`src/design/rms_current_meter_macros.svh`:
```
// Assertion macros shared by the RMS current meter modules.
`ifndef RMS_CURRENT_METER_MACROS_SVH
`define RMS_CURRENT_METER_MACROS_SVH

// Same-cycle implication, checked on clk and disabled during rst.
`define RCM_ASSERT_IMP(lbl, ante, cons) \
  lbl: assert property (@(posedge clk) disable iff (rst) (ante) |-> (cons)) \
    else $error("rms current meter check failed");

// Next-cycle implication, checked on clk and disabled during rst.
`define RCM_ASSERT_NEXT(lbl, ante, cons) \
  lbl: assert property (@(posedge clk) disable iff (rst) (ante) |=> (cons)) \
    else $error("rms current meter check failed");

`endif

```
`src/design/rcm_pkg.sv`:
```
// Package for the RMS current meter: widths, register codes and control structs.
package rcm_pkg;

  localparam int SAMPLE_BITS = 12;
  localparam int OFFSET_BITS = 12;
  localparam int LEN_BITS    = 13;
  localparam int GAIN_BITS   = 16;
  localparam int FIELD_BITS  = 16;
  localparam int RMS_SHIFT   = 8;
  localparam int GAIN_FRAC   = 12;

  localparam int CFG_IDX_BITS  = 2;
  localparam int CFG_DATA_BITS = 16;

  localparam logic [OFFSET_BITS-1:0] OFFSET_RESET = OFFSET_BITS'(2048);
  localparam logic [LEN_BITS-1:0]    WINDOW_RESET = LEN_BITS'(1000);
  localparam logic [GAIN_BITS-1:0]   GAIN_RESET   = GAIN_BITS'(1115);

  typedef enum logic [CFG_IDX_BITS-1:0] {
    CFG_OFFSET = 2'd0,
    CFG_WINDOW = 2'd1,
    CFG_GAIN   = 2'd2
  } cfg_index_t;

  typedef logic [SAMPLE_BITS-1:0] sample_t;
  typedef logic [FIELD_BITS-1:0]  field_t;

  // Commands from the controller to the datapath.
  typedef struct packed {
    logic accept;
    logic div_step;
    logic root_load;
    logic root_step;
    logic scale;
    logic emit;
  } rcm_cmd_t;

  // Status from the datapath to the controller.
  typedef struct packed {
    logic window_end;
    logic step_last;
  } rcm_status_t;

endpackage

```
`src/design/rcm_sample_if.sv`:
```
// Sample channel: one converter reading per item.
interface rcm_sample_if;
  import rcm_pkg::*;

  logic    valid;
  logic    ready;
  sample_t sample_code;

  modport source (output valid, output sample_code, input ready);
  modport sink   (input valid, input sample_code, output ready);
endinterface

```
`src/design/rcm_result_if.sv`:
```
// Result channel: one RMS measurement per item.
interface rcm_result_if;
  import rcm_pkg::*;

  logic   valid;
  logic   ready;
  field_t rms_code;
  field_t current_ma;

  modport source (output valid, output rms_code, output current_ma, input ready);
  modport sink   (input valid, input rms_code, input current_ma, output ready);
endinterface

```
`src/design/rms_current_meter.sv`:
```
// Windowed RMS current meter: top level joining the controller and the datapath.
//
// Each sample item has the offset code removed, is squared and is added to a
// running sum, one item per clock cycle. When the window is full the sum, scaled
// by 256, is divided by the window length in a restoring divider that makes one
// quotient bit a cycle, and its integer square root is then taken one bit a
// cycle; rms_code carries four fraction bits and current_ma is rms_code times
// current_gain over 4096, both saturated at 65535. The sample that closes a
// window stops intake while the division, root, scaling and emission run; the
// dividend has DivdBits = 2*12 + clog2(min(MAX_WINDOW, 8191)) + 8 bits and the
// root RootBits, half of that rounded up. Intake also waits when a result is
// ready while the previous one has not yet been taken. A window length of zero
// acts as one, a length above MAX_WINDOW acts as MAX_WINDOW, and registers are
// to be written only while the block is idle.

module rms_current_meter #(
  parameter int MAX_WINDOW = 4096
) (
  input  logic                              clk,
  input  logic                              rst,
  rcm_sample_if.sink                        sample,
  rcm_result_if.source                      result,
  input  logic                              cfg_we,
  input  logic [rcm_pkg::CFG_IDX_BITS-1:0]  cfg_index,
  input  logic [rcm_pkg::CFG_DATA_BITS-1:0] cfg_data
);
  import rcm_pkg::*;

  rcm_cmd_t    cmd;
  rcm_status_t status;
  logic        in_ready;
  logic        out_valid;
  field_t      rms_code;
  field_t      current_ma;

  rcm_ctrl u_ctrl (
    .clk       (clk),
    .rst       (rst),
    .in_valid  (sample.valid),
    .out_ready (result.ready),
    .status    (status),
    .in_ready  (in_ready),
    .out_valid (out_valid),
    .cmd       (cmd)
  );

  rcm_datapath #(
    .MAX_WINDOW (MAX_WINDOW)
  ) u_datapath (
    .clk         (clk),
    .rst         (rst),
    .cfg_we      (cfg_we),
    .cfg_index   (cfg_index),
    .cfg_data    (cfg_data),
    .sample_code (sample.sample_code),
    .cmd         (cmd),
    .status      (status),
    .rms_code    (rms_code),
    .current_ma  (current_ma)
  );

  assign sample.ready      = in_ready;
  assign result.valid      = out_valid;
  assign result.rms_code   = rms_code;
  assign result.current_ma = current_ma;

endmodule

```
`src/design/rcm_ctrl.sv`:
```
// Controller of the RMS current meter: sequences accumulation, division, root and scaling.
`include "rms_current_meter_macros.svh"

module rcm_ctrl (
  input  logic                 clk,
  input  logic                 rst,
  input  logic                 in_valid,
  input  logic                 out_ready,
  input  rcm_pkg::rcm_status_t status,
  output logic                 in_ready,
  output logic                 out_valid,
  output rcm_pkg::rcm_cmd_t    cmd
);
  import rcm_pkg::*;

  typedef enum logic [5:0] {
    ST_ACCUM     = 6'b000001,
    ST_DIVIDE    = 6'b000010,
    ST_ROOT_INIT = 6'b000100,
    ST_ROOT      = 6'b001000,
    ST_SCALE     = 6'b010000,
    ST_EMIT      = 6'b100000
  } state_t;

  state_t state, state_next;
  logic   out_valid_next;

  always_comb begin
    state_next = state;
    cmd        = '0;
    in_ready   = 1'b0;
    unique case (state)
      ST_ACCUM: begin
        in_ready   = 1'b1;
        cmd.accept = in_valid;
        if (in_valid && status.window_end) begin
          state_next = ST_DIVIDE;
        end
      end
      ST_DIVIDE: begin
        cmd.div_step = 1'b1;
        if (status.step_last) begin
          state_next = ST_ROOT_INIT;
        end
      end
      ST_ROOT_INIT: begin
        cmd.root_load = 1'b1;
        state_next    = ST_ROOT;
      end
      ST_ROOT: begin
        cmd.root_step = 1'b1;
        if (status.step_last) begin
          state_next = ST_SCALE;
        end
      end
      ST_SCALE: begin
        cmd.scale  = 1'b1;
        state_next = ST_EMIT;
      end
      ST_EMIT: begin
        // The result register is loaded only once the previous item has gone.
        cmd.emit = !out_valid || out_ready;
        if (cmd.emit) begin
          state_next = ST_ACCUM;
        end
      end
      default: begin
        state_next = ST_ACCUM;
      end
    endcase
  end

  assign out_valid_next = cmd.emit || (out_valid && !out_ready);

  always_ff @(posedge clk) begin
    if (rst) begin
      state     <= ST_ACCUM;
      out_valid <= 1'b0;
    end else begin
      state     <= state_next;
      out_valid <= out_valid_next;
    end
  end

  `RCM_ASSERT_NEXT(a_window_end_stalls, cmd.accept && status.window_end, !in_ready)
  `RCM_ASSERT_NEXT(a_emit_shows_result, cmd.emit, out_valid)
  `RCM_ASSERT_IMP(a_one_command, 1'b1, $onehot0({cmd.accept, cmd.div_step, cmd.root_load,
                                                  cmd.root_step, cmd.scale, cmd.emit}))

endmodule

```
`src/design/rcm_datapath.sv`:
```
// Datapath of the RMS current meter: registers, accumulator, divider, root and scaling.
`include "rms_current_meter_macros.svh"

module rcm_datapath #(
  parameter int MAX_WINDOW = 4096
) (
  input  logic                                clk,
  input  logic                                rst,
  input  logic                                cfg_we,
  input  logic [rcm_pkg::CFG_IDX_BITS-1:0]    cfg_index,
  input  logic [rcm_pkg::CFG_DATA_BITS-1:0]   cfg_data,
  input  rcm_pkg::sample_t                    sample_code,
  input  rcm_pkg::rcm_cmd_t                   cmd,
  output rcm_pkg::rcm_status_t                status,
  output rcm_pkg::field_t                     rms_code,
  output rcm_pkg::field_t                     current_ma
);
  import rcm_pkg::*;

  localparam int LenMax    = (1 << LEN_BITS) - 1;
  localparam int EffMax    = (MAX_WINDOW > LenMax) ? LenMax : MAX_WINDOW;
  localparam int SumBits   = 2 * SAMPLE_BITS + $clog2(EffMax);
  localparam int DivdBits  = SumBits + RMS_SHIFT;
  localparam int RootBits  = (DivdBits + 1) / 2;
  localparam int RadBits   = 2 * RootBits;
  localparam int SremBits  = RootBits + 2;
  localparam int StepBits  = $clog2(DivdBits);
  localparam int ProdBits  = FIELD_BITS + GAIN_BITS;
  localparam int MaBits    = ProdBits - GAIN_FRAC;
  localparam logic [LEN_BITS-1:0] LenCap = LEN_BITS'(EffMax);

  // Configuration registers.
  logic [OFFSET_BITS-1:0] offset_code;
  logic [LEN_BITS-1:0]    window_length;
  logic [GAIN_BITS-1:0]   current_gain;

  // Window state.
  logic [SumBits-1:0]  square_sum;
  logic [LEN_BITS-1:0] samples_taken;

  // Division, root and scaling work registers.
  logic [DivdBits-1:0] divd;
  logic [LEN_BITS-1:0] rem;
  logic [LEN_BITS-1:0] div_len;
  logic [StepBits-1:0] step_cnt;
  logic [RadBits-1:0]  rad;
  logic [RootBits-1:0] root;
  logic [SremBits-1:0] srem;
  field_t              rms;
  field_t              rms_code_q;
  field_t              current_ma_q;

  logic [SAMPLE_BITS-1:0]   mag;
  logic [2*SAMPLE_BITS-1:0] sq;
  logic [SumBits-1:0]       sum_add;
  logic [LEN_BITS-1:0]      eff_len;
  logic [LEN_BITS:0]        count_inc;
  logic [LEN_BITS:0]        div_trial;
  logic [LEN_BITS:0]        div_diff;
  logic                     div_ge;
  logic [SremBits+1:0]      root_acc;
  logic [SremBits+1:0]      root_trial;
  logic [SremBits+1:0]      root_diff;
  logic                     root_ge;
  logic [ProdBits-1:0]      prod;
  logic [MaBits-1:0]        ma_wide;

  // Accumulation: offset removal, square and window test.
  always_comb begin
    if (sample_code >= offset_code) begin
      mag = sample_code - offset_code;
    end else begin
      mag = offset_code - sample_code;
    end
    sq      = mag * mag;
    sum_add = square_sum + {{(SumBits - 2*SAMPLE_BITS){1'b0}}, sq};

    // A zero length counts as one; the length is capped at the window maximum.
    if (window_length == '0) begin
      eff_len = LEN_BITS'(1);
    end else if (window_length > LenCap) begin
      eff_len = LenCap;
    end else begin
      eff_len = window_length;
    end
    count_inc         = {1'b0, samples_taken} + (LEN_BITS+1)'(1);
    status.window_end = count_inc >= {1'b0, eff_len};
    status.step_last  = step_cnt == '0;
  end

  // One quotient bit per step, restoring division.
  always_comb begin
    div_trial = {rem, divd[DivdBits-1]};
    div_diff  = div_trial - {1'b0, div_len};
    div_ge    = div_trial >= {1'b0, div_len};
  end

  // One root bit per step, two radicand bits brought down each time.
  always_comb begin
    root_acc   = {srem, rad[RadBits-1 -: 2]};
    root_trial = {2'b00, root, 2'b01};
    root_diff  = root_acc - root_trial;
    root_ge    = root_acc >= root_trial;
  end

  always_comb begin
    prod    = rms * current_gain;
    ma_wide = prod[ProdBits-1:GAIN_FRAC];
  end

  always_ff @(posedge clk) begin
    if (rst) begin
      offset_code   <= OFFSET_RESET;
      window_length <= WINDOW_RESET;
      current_gain  <= GAIN_RESET;
    end else if (cfg_we) begin
      unique case (cfg_index)
        CFG_OFFSET: offset_code   <= cfg_data[OFFSET_BITS-1:0];
        CFG_WINDOW: window_length <= cfg_data[LEN_BITS-1:0];
        CFG_GAIN:   current_gain  <= cfg_data[GAIN_BITS-1:0];
        default: begin
        end
      endcase
    end
  end

  always_ff @(posedge clk) begin
    if (rst) begin
      square_sum    <= '0;
      samples_taken <= '0;
    end else if (cmd.accept) begin
      if (status.window_end) begin
        square_sum    <= '0;
        samples_taken <= '0;
      end else begin
        square_sum    <= sum_add;
        samples_taken <= count_inc[LEN_BITS-1:0];
      end
    end
  end

  always_ff @(posedge clk) begin
    if (cmd.accept && status.window_end) begin
      divd     <= {sum_add, {RMS_SHIFT{1'b0}}};
      rem      <= '0;
      div_len  <= eff_len;
      step_cnt <= StepBits'(DivdBits - 1);
    end
    if (cmd.div_step) begin
      divd     <= {divd[DivdBits-2:0], div_ge};
      rem      <= div_ge ? div_diff[LEN_BITS-1:0] : div_trial[LEN_BITS-1:0];
      step_cnt <= step_cnt - StepBits'(1);
    end
    if (cmd.root_load) begin
      rad      <= RadBits'(divd);
      root     <= '0;
      srem     <= '0;
      step_cnt <= StepBits'(RootBits - 1);
    end
    if (cmd.root_step) begin
      rad      <= rad << 2;
      root     <= {root[RootBits-2:0], root_ge};
      srem     <= root_ge ? root_diff[SremBits-1:0] : root_acc[SremBits-1:0];
      step_cnt <= step_cnt - StepBits'(1);
    end
    if (cmd.scale) begin
      rms <= (|root[RootBits-1:FIELD_BITS]) ? '1 : root[FIELD_BITS-1:0];
    end
    if (cmd.emit) begin
      rms_code_q   <= rms;
      current_ma_q <= (|ma_wide[MaBits-1:FIELD_BITS]) ? '1 : ma_wide[FIELD_BITS-1:0];
    end
  end

  assign rms_code   = rms_code_q;
  assign current_ma = current_ma_q;

  `RCM_ASSERT_IMP(a_count_in_range, 1'b1, samples_taken < LenCap)
  `RCM_ASSERT_NEXT(a_rem_below_len, cmd.div_step, rem < div_len)
  `RCM_ASSERT_NEXT(a_zero_rms_zero_ma, cmd.emit && rms == '0, current_ma == '0)

endmodule
```
`src/flat_wrapper.sv`:
```
// flat-port wrapper written by rule: the top's interface ports become plain ports
module rms_current_meter_flat import rcm_pkg::*;
#(
  parameter int MAX_WINDOW = 4096
)
  (clk, rst, cfg_we, cfg_index, cfg_data, sample_valid, sample_sample_code, sample_ready, result_valid, result_rms_code, result_current_ma, result_ready);
  rcm_sample_if sample_i ();
  rcm_result_if result_i ();
  input  logic clk;
  input  logic rst;
  input  logic cfg_we;
  input  logic [rcm_pkg::CFG_IDX_BITS-1:0] cfg_index;
  input  logic [rcm_pkg::CFG_DATA_BITS-1:0] cfg_data;
  input wire logic [$bits(sample_i.valid)-1:0] sample_valid;
  input wire logic [$bits(sample_i.sample_code)-1:0] sample_sample_code;
  output wire logic [$bits(sample_i.ready)-1:0] sample_ready;
  output wire logic [$bits(result_i.valid)-1:0] result_valid;
  output wire logic [$bits(result_i.rms_code)-1:0] result_rms_code;
  output wire logic [$bits(result_i.current_ma)-1:0] result_current_ma;
  input wire logic [$bits(result_i.ready)-1:0] result_ready;
  assign sample_i.valid = sample_valid;
  assign sample_i.sample_code = sample_sample_code;
  assign sample_ready = sample_i.ready;
  assign result_valid = result_i.valid;
  assign result_rms_code = result_i.rms_code;
  assign result_current_ma = result_i.current_ma;
  assign result_i.ready = result_ready;
  rms_current_meter #(.MAX_WINDOW(MAX_WINDOW)) u_core (.clk(clk), .rst(rst), .sample(sample_i), .result(result_i), .cfg_we(cfg_we), .cfg_index(cfg_index), .cfg_data(cfg_data));
endmodule
```
`config.mk`:
```
export PLATFORM = sky130hd
export DESIGN_NAME = rms_current_meter_flat
export DESIGN_NICKNAME = d
export VERILOG_FILES = /design/src/design/rcm_pkg.sv /design/src/design/rcm_sample_if.sv /design/src/design/rcm_result_if.sv /design/src/design/rms_current_meter.sv /design/src/design/rcm_ctrl.sv /design/src/design/rcm_datapath.sv /design/src/flat_wrapper.sv
export VERILOG_INCLUDE_DIRS = /design/src /design/src/design
export SDC_FILE = /design/constraint.sdc
export NUM_CORES = 2
export LEC_CHECK = 0
export ABC_AREA = 1
export BUFFER_PORTS_ARGS = -buffer_cell sky130_fd_sc_hd__buf_4
export CAP_MARGIN = 5
export CORE_ASPECT_RATIO = 0.75
export CORE_MARGIN = 3
export CORE_UTILIZATION = 66
export CTS_BUF_LIST = sky130_fd_sc_hd__clkbuf_8
export CTS_CLUSTER_SIZE = 20
export DETAILED_ROUTE_END_ITERATION = 6
export PLACE_DENSITY_LB_ADDON = 0.2
export SLEW_MARGIN = 20
export SYNTH_ARGS = -nofsm -noshare
export SYNTH_HDL_FRONTEND = slang
export SYNTH_SLANG_ARGS = --single-unit
```
`constraint.sdc`:
```
create_clock -name clk -period 7.8 [get_ports clk]
set_clock_uncertainty 0.15 [all_clocks]
set_input_delay 0.39 -clock clk [delete_from_list [all_inputs] [get_ports clk]]
set_output_delay 0.39 -clock clk [all_outputs]
set_load 0.02 [all_outputs]
```
# Word level (Yosys, flattened, before mapping)
# Index checks and enable logic that the tools add are counted.
[totals]
reg_bits = 311
input_bits = 35
output_inout_bits = 34
wordCells = 96
[classes]
addsub = 7
multipliers = 2
order_cmp = 5
n_eq_ne = 12
mux = 33
n_reduce_logical = 19
[ops]
columns = ["op", "n"]
rows = [
  ["2-to-1 mux 44 bit", 4],
  ["2-to-1 mux 13 bit", 6],
  ["2-to-1 mux 24 bit", 3],
  ["2-to-1 mux 6 bit", 8],
  ["2-to-1 mux 22 bit", 2],
  ["adder 36 x 24 -> 36 bit", 1],
  ["2-to-1 mux 36 bit", 1],
  ["one-hot mux 6 bit (6 select lines)", 1],
  ["multiplier 16 x 16 -> 32 bit", 1],
  ["greater-or-equal comparator 14 x 13 -> 1 bit", 2],
  ["greater-or-equal comparator 26 x 24 -> 1 bit", 1],
  ["multiplier 12 x 12 -> 24 bit", 1],
  ["subtractor 12 bit", 2],
  ["subtractor 24 bit", 1],
  ["adder 13 x 1 -> 14 bit (second input constant)", 1],
  ["> comparator 13 bit (second input constant)", 1],
  ["logical NOT 13 bit", 1],
  ["subtractor 13 bit", 1],
  ["greater-or-equal comparator 12 bit", 1],
  ["2-to-1 mux 12 bit", 1],
  ["2-to-1 mux 1 bit", 7],
  ["== test 6 x 1 -> 1 bit (second input constant)", 1],
  ["== test 6 x 2 -> 1 bit (second input constant)", 1],
  ["== test 6 x 3 -> 1 bit (second input constant)", 1],
  ["other kinds (19)", 28],
]

# Logic depth before layout (Yosys ltp)
[logic_depth]
depth_word = 9
ltp_mapped = 40
mapped_depth_nobuf = 38

# By module
# A second synthesis with hierarchy kept.
[unflattened]
cells_unflattened = 4092
area_unflattened_um2 = 31418.9
[modules_own_cells]
columns = ["mod", "n_inst", "cells_each", "area_per_inst_um2", "seq_area_each_um2"]
rows = [
  ["rcm_datapath", 1, 4027, 30976.0, 8207.9],
  ["rcm_ctrl", 1, 65, 442.9, 140.1],
]

# Worst setup path after synthesis
# Ideal clock, no wire load.
[synth_timing]
path_type = "input to register"
from = "input sample_sample_code[0]"
to = "register u_core.u_datapath.divd[42] (data pin)"
setup_time_ps = 266
t_arrival_ps = 6212
required_time_ps = 7384
path_slack_ps = 1173
cell_stages = 36
path_buffers = 2
cell_sequence = "inv_1 -> ha_1 -> inv_1 -> fa_1 -> nand3_1 -> nand2_1 -> o21bai_1 -> nand3_2 -> buf_6 -> nand2_1 -> nand2_1 -> buf_4 -> nor2_2 -> inv_2 -> fa_1 -> inv_1 -> fa_1 -> inv_1 -> fa_1 -> inv_1 -> fa_1 -> inv_1 -> fa_1 -> inv_1 -> ha_1 -> nand2_1 -> o21ai_0 -> nand2_1 -> nand2_1 -> nand2_1 -> nand3_1 -> nand2_1 -> nand2_1 -> nand2_1 -> nand2_1 -> o21ai_0"
[synth_via]
elab_chain_cells = 6
elab_cells_between_ends = 8
cone_classes = "add/sub: 3; mul: 1; order compare: 1; mux: 3"
[synth_lines]
columns = ["item", "line", "text"]
rows = [
  ["start: declaration", "flat_wrapper.sv:15", "input wire logic [$bits(sample_i.sample_code)-1:0] sample_sample_code;"],
  ["subtractor 12 bit, or another cell as far along", "rcm_datapath.sv:73", "mag = offset_code - sample_code;"],
  ["2-to-1 mux 12 bit (*)", "rcm_datapath.sv:70", "if (sample_code >= offset_code) begin"],
  ["multiplier 12 x 12 -> 24 bit (*)", "rcm_datapath.sv:75", "sq = mag * mag;"],
  ["adder 36 x 24 -> 36 bit (*)", "rcm_datapath.sv:76", "sum_add = square_sum + {{(SumBits - 2*SAMPLE_BITS){1'b0}}, sq};"],
  ["2-to-1 mux 44 bit (*)", "rcm_datapath.sv:143", "if (cmd.accept && status.window_end) begin"],
  ["2-to-1 mux 44 bit (*)", "rcm_datapath.sv:149", "if (cmd.div_step) begin"],
  ["end signal: assignment", "rcm_datapath.sv:144", "divd <= {sum_add, {RMS_SHIFT{1'b0}}};"],
  ["end signal: assignment", "rcm_datapath.sv:150", "divd <= {divd[DivdBits-2:0], div_ge};"],
  ["end: declaration", "rcm_datapath.sv:42", "logic [DivdBits-1:0] divd;"],
]
# Mark *: on every way between the ends. The rest lies on a longest branch, timed or not. The select of a mux whose other input is x is not followed.
# A chain may end at the register's enable or synchronous reset.

# Final worst setup path
[layout_timing]
from = "register u_core.u_datapath.offset_code[0]"
to = "register u_core.u_datapath.divd[40] (data pin)"
[layout_via]
elab_chain_cells = 6
elab_cells_between_ends = 8
cone_classes = "add/sub: 3; mul: 1; order compare: 1; mux: 3"
[layout_lines]
columns = ["item", "line", "text"]
rows = [
  ["start: declaration", "rcm_datapath.sv:33", "logic [OFFSET_BITS-1:0] offset_code;"],
  ["start signal: assignment", "rcm_datapath.sv:118", "CFG_OFFSET: offset_code <= cfg_data[OFFSET_BITS-1:0];"],
  ["subtractor 12 bit, or another cell as far along", "rcm_datapath.sv:73", ""],
  ["2-to-1 mux 12 bit (*)", "rcm_datapath.sv:70", ""],
  ["multiplier 12 x 12 -> 24 bit (*)", "rcm_datapath.sv:75", ""],
  ["adder 36 x 24 -> 36 bit (*)", "rcm_datapath.sv:76", ""],
  ["2-to-1 mux 44 bit (*)", "rcm_datapath.sv:143", ""],
  ["2-to-1 mux 44 bit (*)", "rcm_datapath.sv:149", ""],
]
# Marked as above.

==> metrics.cfg <==
[outcome]
status=complete, no violations

[sta]
fin_tns_setup_ns=0
period_needed_ns=7.386
rsz0062_at_grt=no
final.period_utilization=0.9469
whs_ns=0.1325
final_hold_viol_count=0
max-slew-margin-rel=0.2677
tightest_slew_ns=1.092
drv_slew=0
max_freq_mhz=135.4
setup_viol=0

[floorplanning]
initial_core_util=0.6733
dieArea_sq_um=48560
fp.dieH_um=191.6
num_io_pins=69
core_sq_um=45020
die_w_um=253.5
fp-row-count=67

[setup_path]
required_ns=8.01
critPathMaxStageDelay_ns=0.58
critPathCaptureType=register
cp_num_buf_inv=6
cp-start-kind=register
critPathMaxFanout=13
cp.arrival_ns=7.60
slowest_stage=fa_1
worstSetupPathType=reg2reg
path_common_cell=nand2_1
cpLargestDelayFamily=adder cells

[routing]
drc=0
avgRoutedWirePerCell_um=17.03
via_per_inst=5.507
vias=25000
drtPass1Iterations=7
drtAntennaViolNets=0
drt_iter0_markers=2349
drt-total-wl_um=77310

[global_route]
use_met2=0.4552
grt_usage=0.3261
met1_usage=0.5079
antenna_found_initial=1
grt_pass1_wl_um=125000
grt_use_met3=0.08109
grt_max_degree=92
grt_pass1_vias=24150
overflow=0
grt-busiest-layer=met1

[cts]
clkTransAtPathRegs_ns=0.06
clock_tree.root_cell=clkbuf_8
cts_sinks=311
clk_latency_ns=0.68
htree_num_levels=2
cts_made_buffers=53
cts_tree=built
cts_buffer_depth=3

[synthesis]
synth_cell_types=53
synth_top_family_by_area=adder cells
synth_edf_count=212
yosys.area.top_type=edfxtp_1
ys_top_cells_by_area=edfxtp_1, fa_1, nand2_1
synth_ff_type=edfxtp_1
synthXorXnorAreaFrac=0.02341
yosysWarnings=0
synth_fp_nets=4415
syn_area_sq_um=30310
synthCells=3841
muxShareOfSynthArea=0
ys_async_sr_fraction=0
synth_top_area_share=0.2100
synth_compound_area_frac=0.07827
synth_adder_area_share=0.2958
ys_seq_area_frac=0.2754
avgSynthCellArea_sq_um=7.891
ys_ff_latch=311
yosys.area_share.simple=0.2052

[job]
maxCapViolCount=0

[worst_hold_path]
hold_class=in2reg

[place]
place.gp.congestion=0.9971
dp_hpwl_um=59820
port_buffers=68

[cells_and_area]
syn2layout_area_growth_pct=8.318
drive_above_1_share=0.06856
fin_nets=4483
postLayoutCoreUtil=0.7293
n_fill_cell=3554

sequential cells by signal, indices dropped and copies added (netlist names), 16 cells and up:
name	cells
u_core.u_datapath.root	22
u_core.u_datapath.rad	44
u_core.u_datapath.divd	44
u_core.u_datapath.current_ma	16
u_core.u_datapath.current_gain	16
u_core.u_datapath.square_sum	36
u_core.u_datapath.rms	16
u_core.u_datapath.srem	24
u_core.u_datapath.rms_code	16
layout by cell type (no fill, tap or decap), types with 31 or more instances in the layout:
cell      Yosys  layout
nor3_1       31      31
dfxtp_1      99      99
nand3_1     148     147
a21oi_1     201     199
nor2_1      292     292
o21ai_0     155     155
edfxtp_1    212     212
buf_4         9     121
ha_1        243     243
fa_1        296     296
nand2_1     946     941
xor2_1       54      54
inv_1       814     823
clkbuf_8      0      61
through the flow:
step                instance area, sq um  std cells  setup WS [ns]
detailed placement                 31420       4417         0.1151
floorplan                          30310       3841          1.173
finish                             32830       4540         0.4138
global route                       32830       4540       0.009153
CTS                                32760       4538         0.3512
global placement                   31420       4417         0.2370
cells by family (layout without fill, tap and decap cells):
kind of cell / count (synthesis) / in the layout
compound gates: 437 / 437
xor+xnor: 81 / 81
fa+ha+maj: 539 / 539
buf+inv: 962 / 1074
flops: 311 / 311
other cells: 0 / 1
simple gates: 1511 / 1511
layout make-up:
cell class	count	area [sq um]	share of cell area
antenna	1	2.502	0.00007622
clock inverter	38	281.5	0.008575
timing repair buffer	145	1167	0.03556
tap	586	733.2	0.02233
clock buffer	61	839.6	0.02557
inverter	830	3118	0.09497
sequential	311	8348	0.2543
multi-input combinational	2568	18340	0.5586
final timing paths:
check / start / to / slack, ns / cells after the start
hold / removal: cfg_we / u_core.u_datapath.window_length[5]$_SDFFE_PP1P_ / 0.13 / 5
setup reg to reg: u_core.u_datapath.offset_code[0]$_SDFFE_PP0P_ / u_core.u_datapath.divd[40]$_DFFE_PP_ / 0.41 / 30
hold reg to reg: u_core.u_datapath.square_sum[7]$_SDFFE_PP0P_ / u_core.u_datapath.square_sum[7]$_SDFFE_PP0P_ / 0.32 / 2
setup / recovery: u_core.u_datapath.offset_code[0]$_SDFFE_PP0P_ / u_core.u_datapath.divd[40]$_DFFE_PP_ / 0.41 / 30
worst register-to-register path: cells and delay by family, from the launching register on:
family          cells  cell delay, ns
fa+ha+maj           8            3.63
simple gates       12            1.56
flops               1            0.34
buf+inv             6            0.58
compound gates      4            0.81
routing by layer:
layer / share of wire / vias to the layer above
met5: 0 / -
met4: 0.022 / 0
met3: 0.12 / 125
met2: 0.40 / 1114
met1: 0.47 / 11750
li1: - / 12010
Yosys cell counts (9+ instances only):
cell and count:
nor2_2 10, nor3_1 31, o21ai_0 155, nand4_1 29, a21o_1 13, nand2_2 12
a22o_1 9, nor2_1 292, buf_4 9, xor2_1 54, a21oi_1 201, inv_2 14
o21bai_1 14, clkbuf_1 100, xnor2_1 27, fa_1 296, nand3b_1 13, edfxtp_1 212
nand3_1 148, ha_1 243, nand2_1 946, a31oi_1 11, inv_1 814, buf_2 14
dfxtp_1 99
timing repair:
| action | in CTS | in global routing |
|---|---|---|
| endpoints found under the hold margin | 60 | 0 |
| hold buffers | 22 | 0 |
| setup endpoints to repair | 0 | 25 |
| resized for setup | 0 | 8 |
| setup buffers | 0 | 0 |
Power is left out: the tool's default activity adds up to more than one toggle a clock period on the data nets, which glitch-free logic cannot reach.
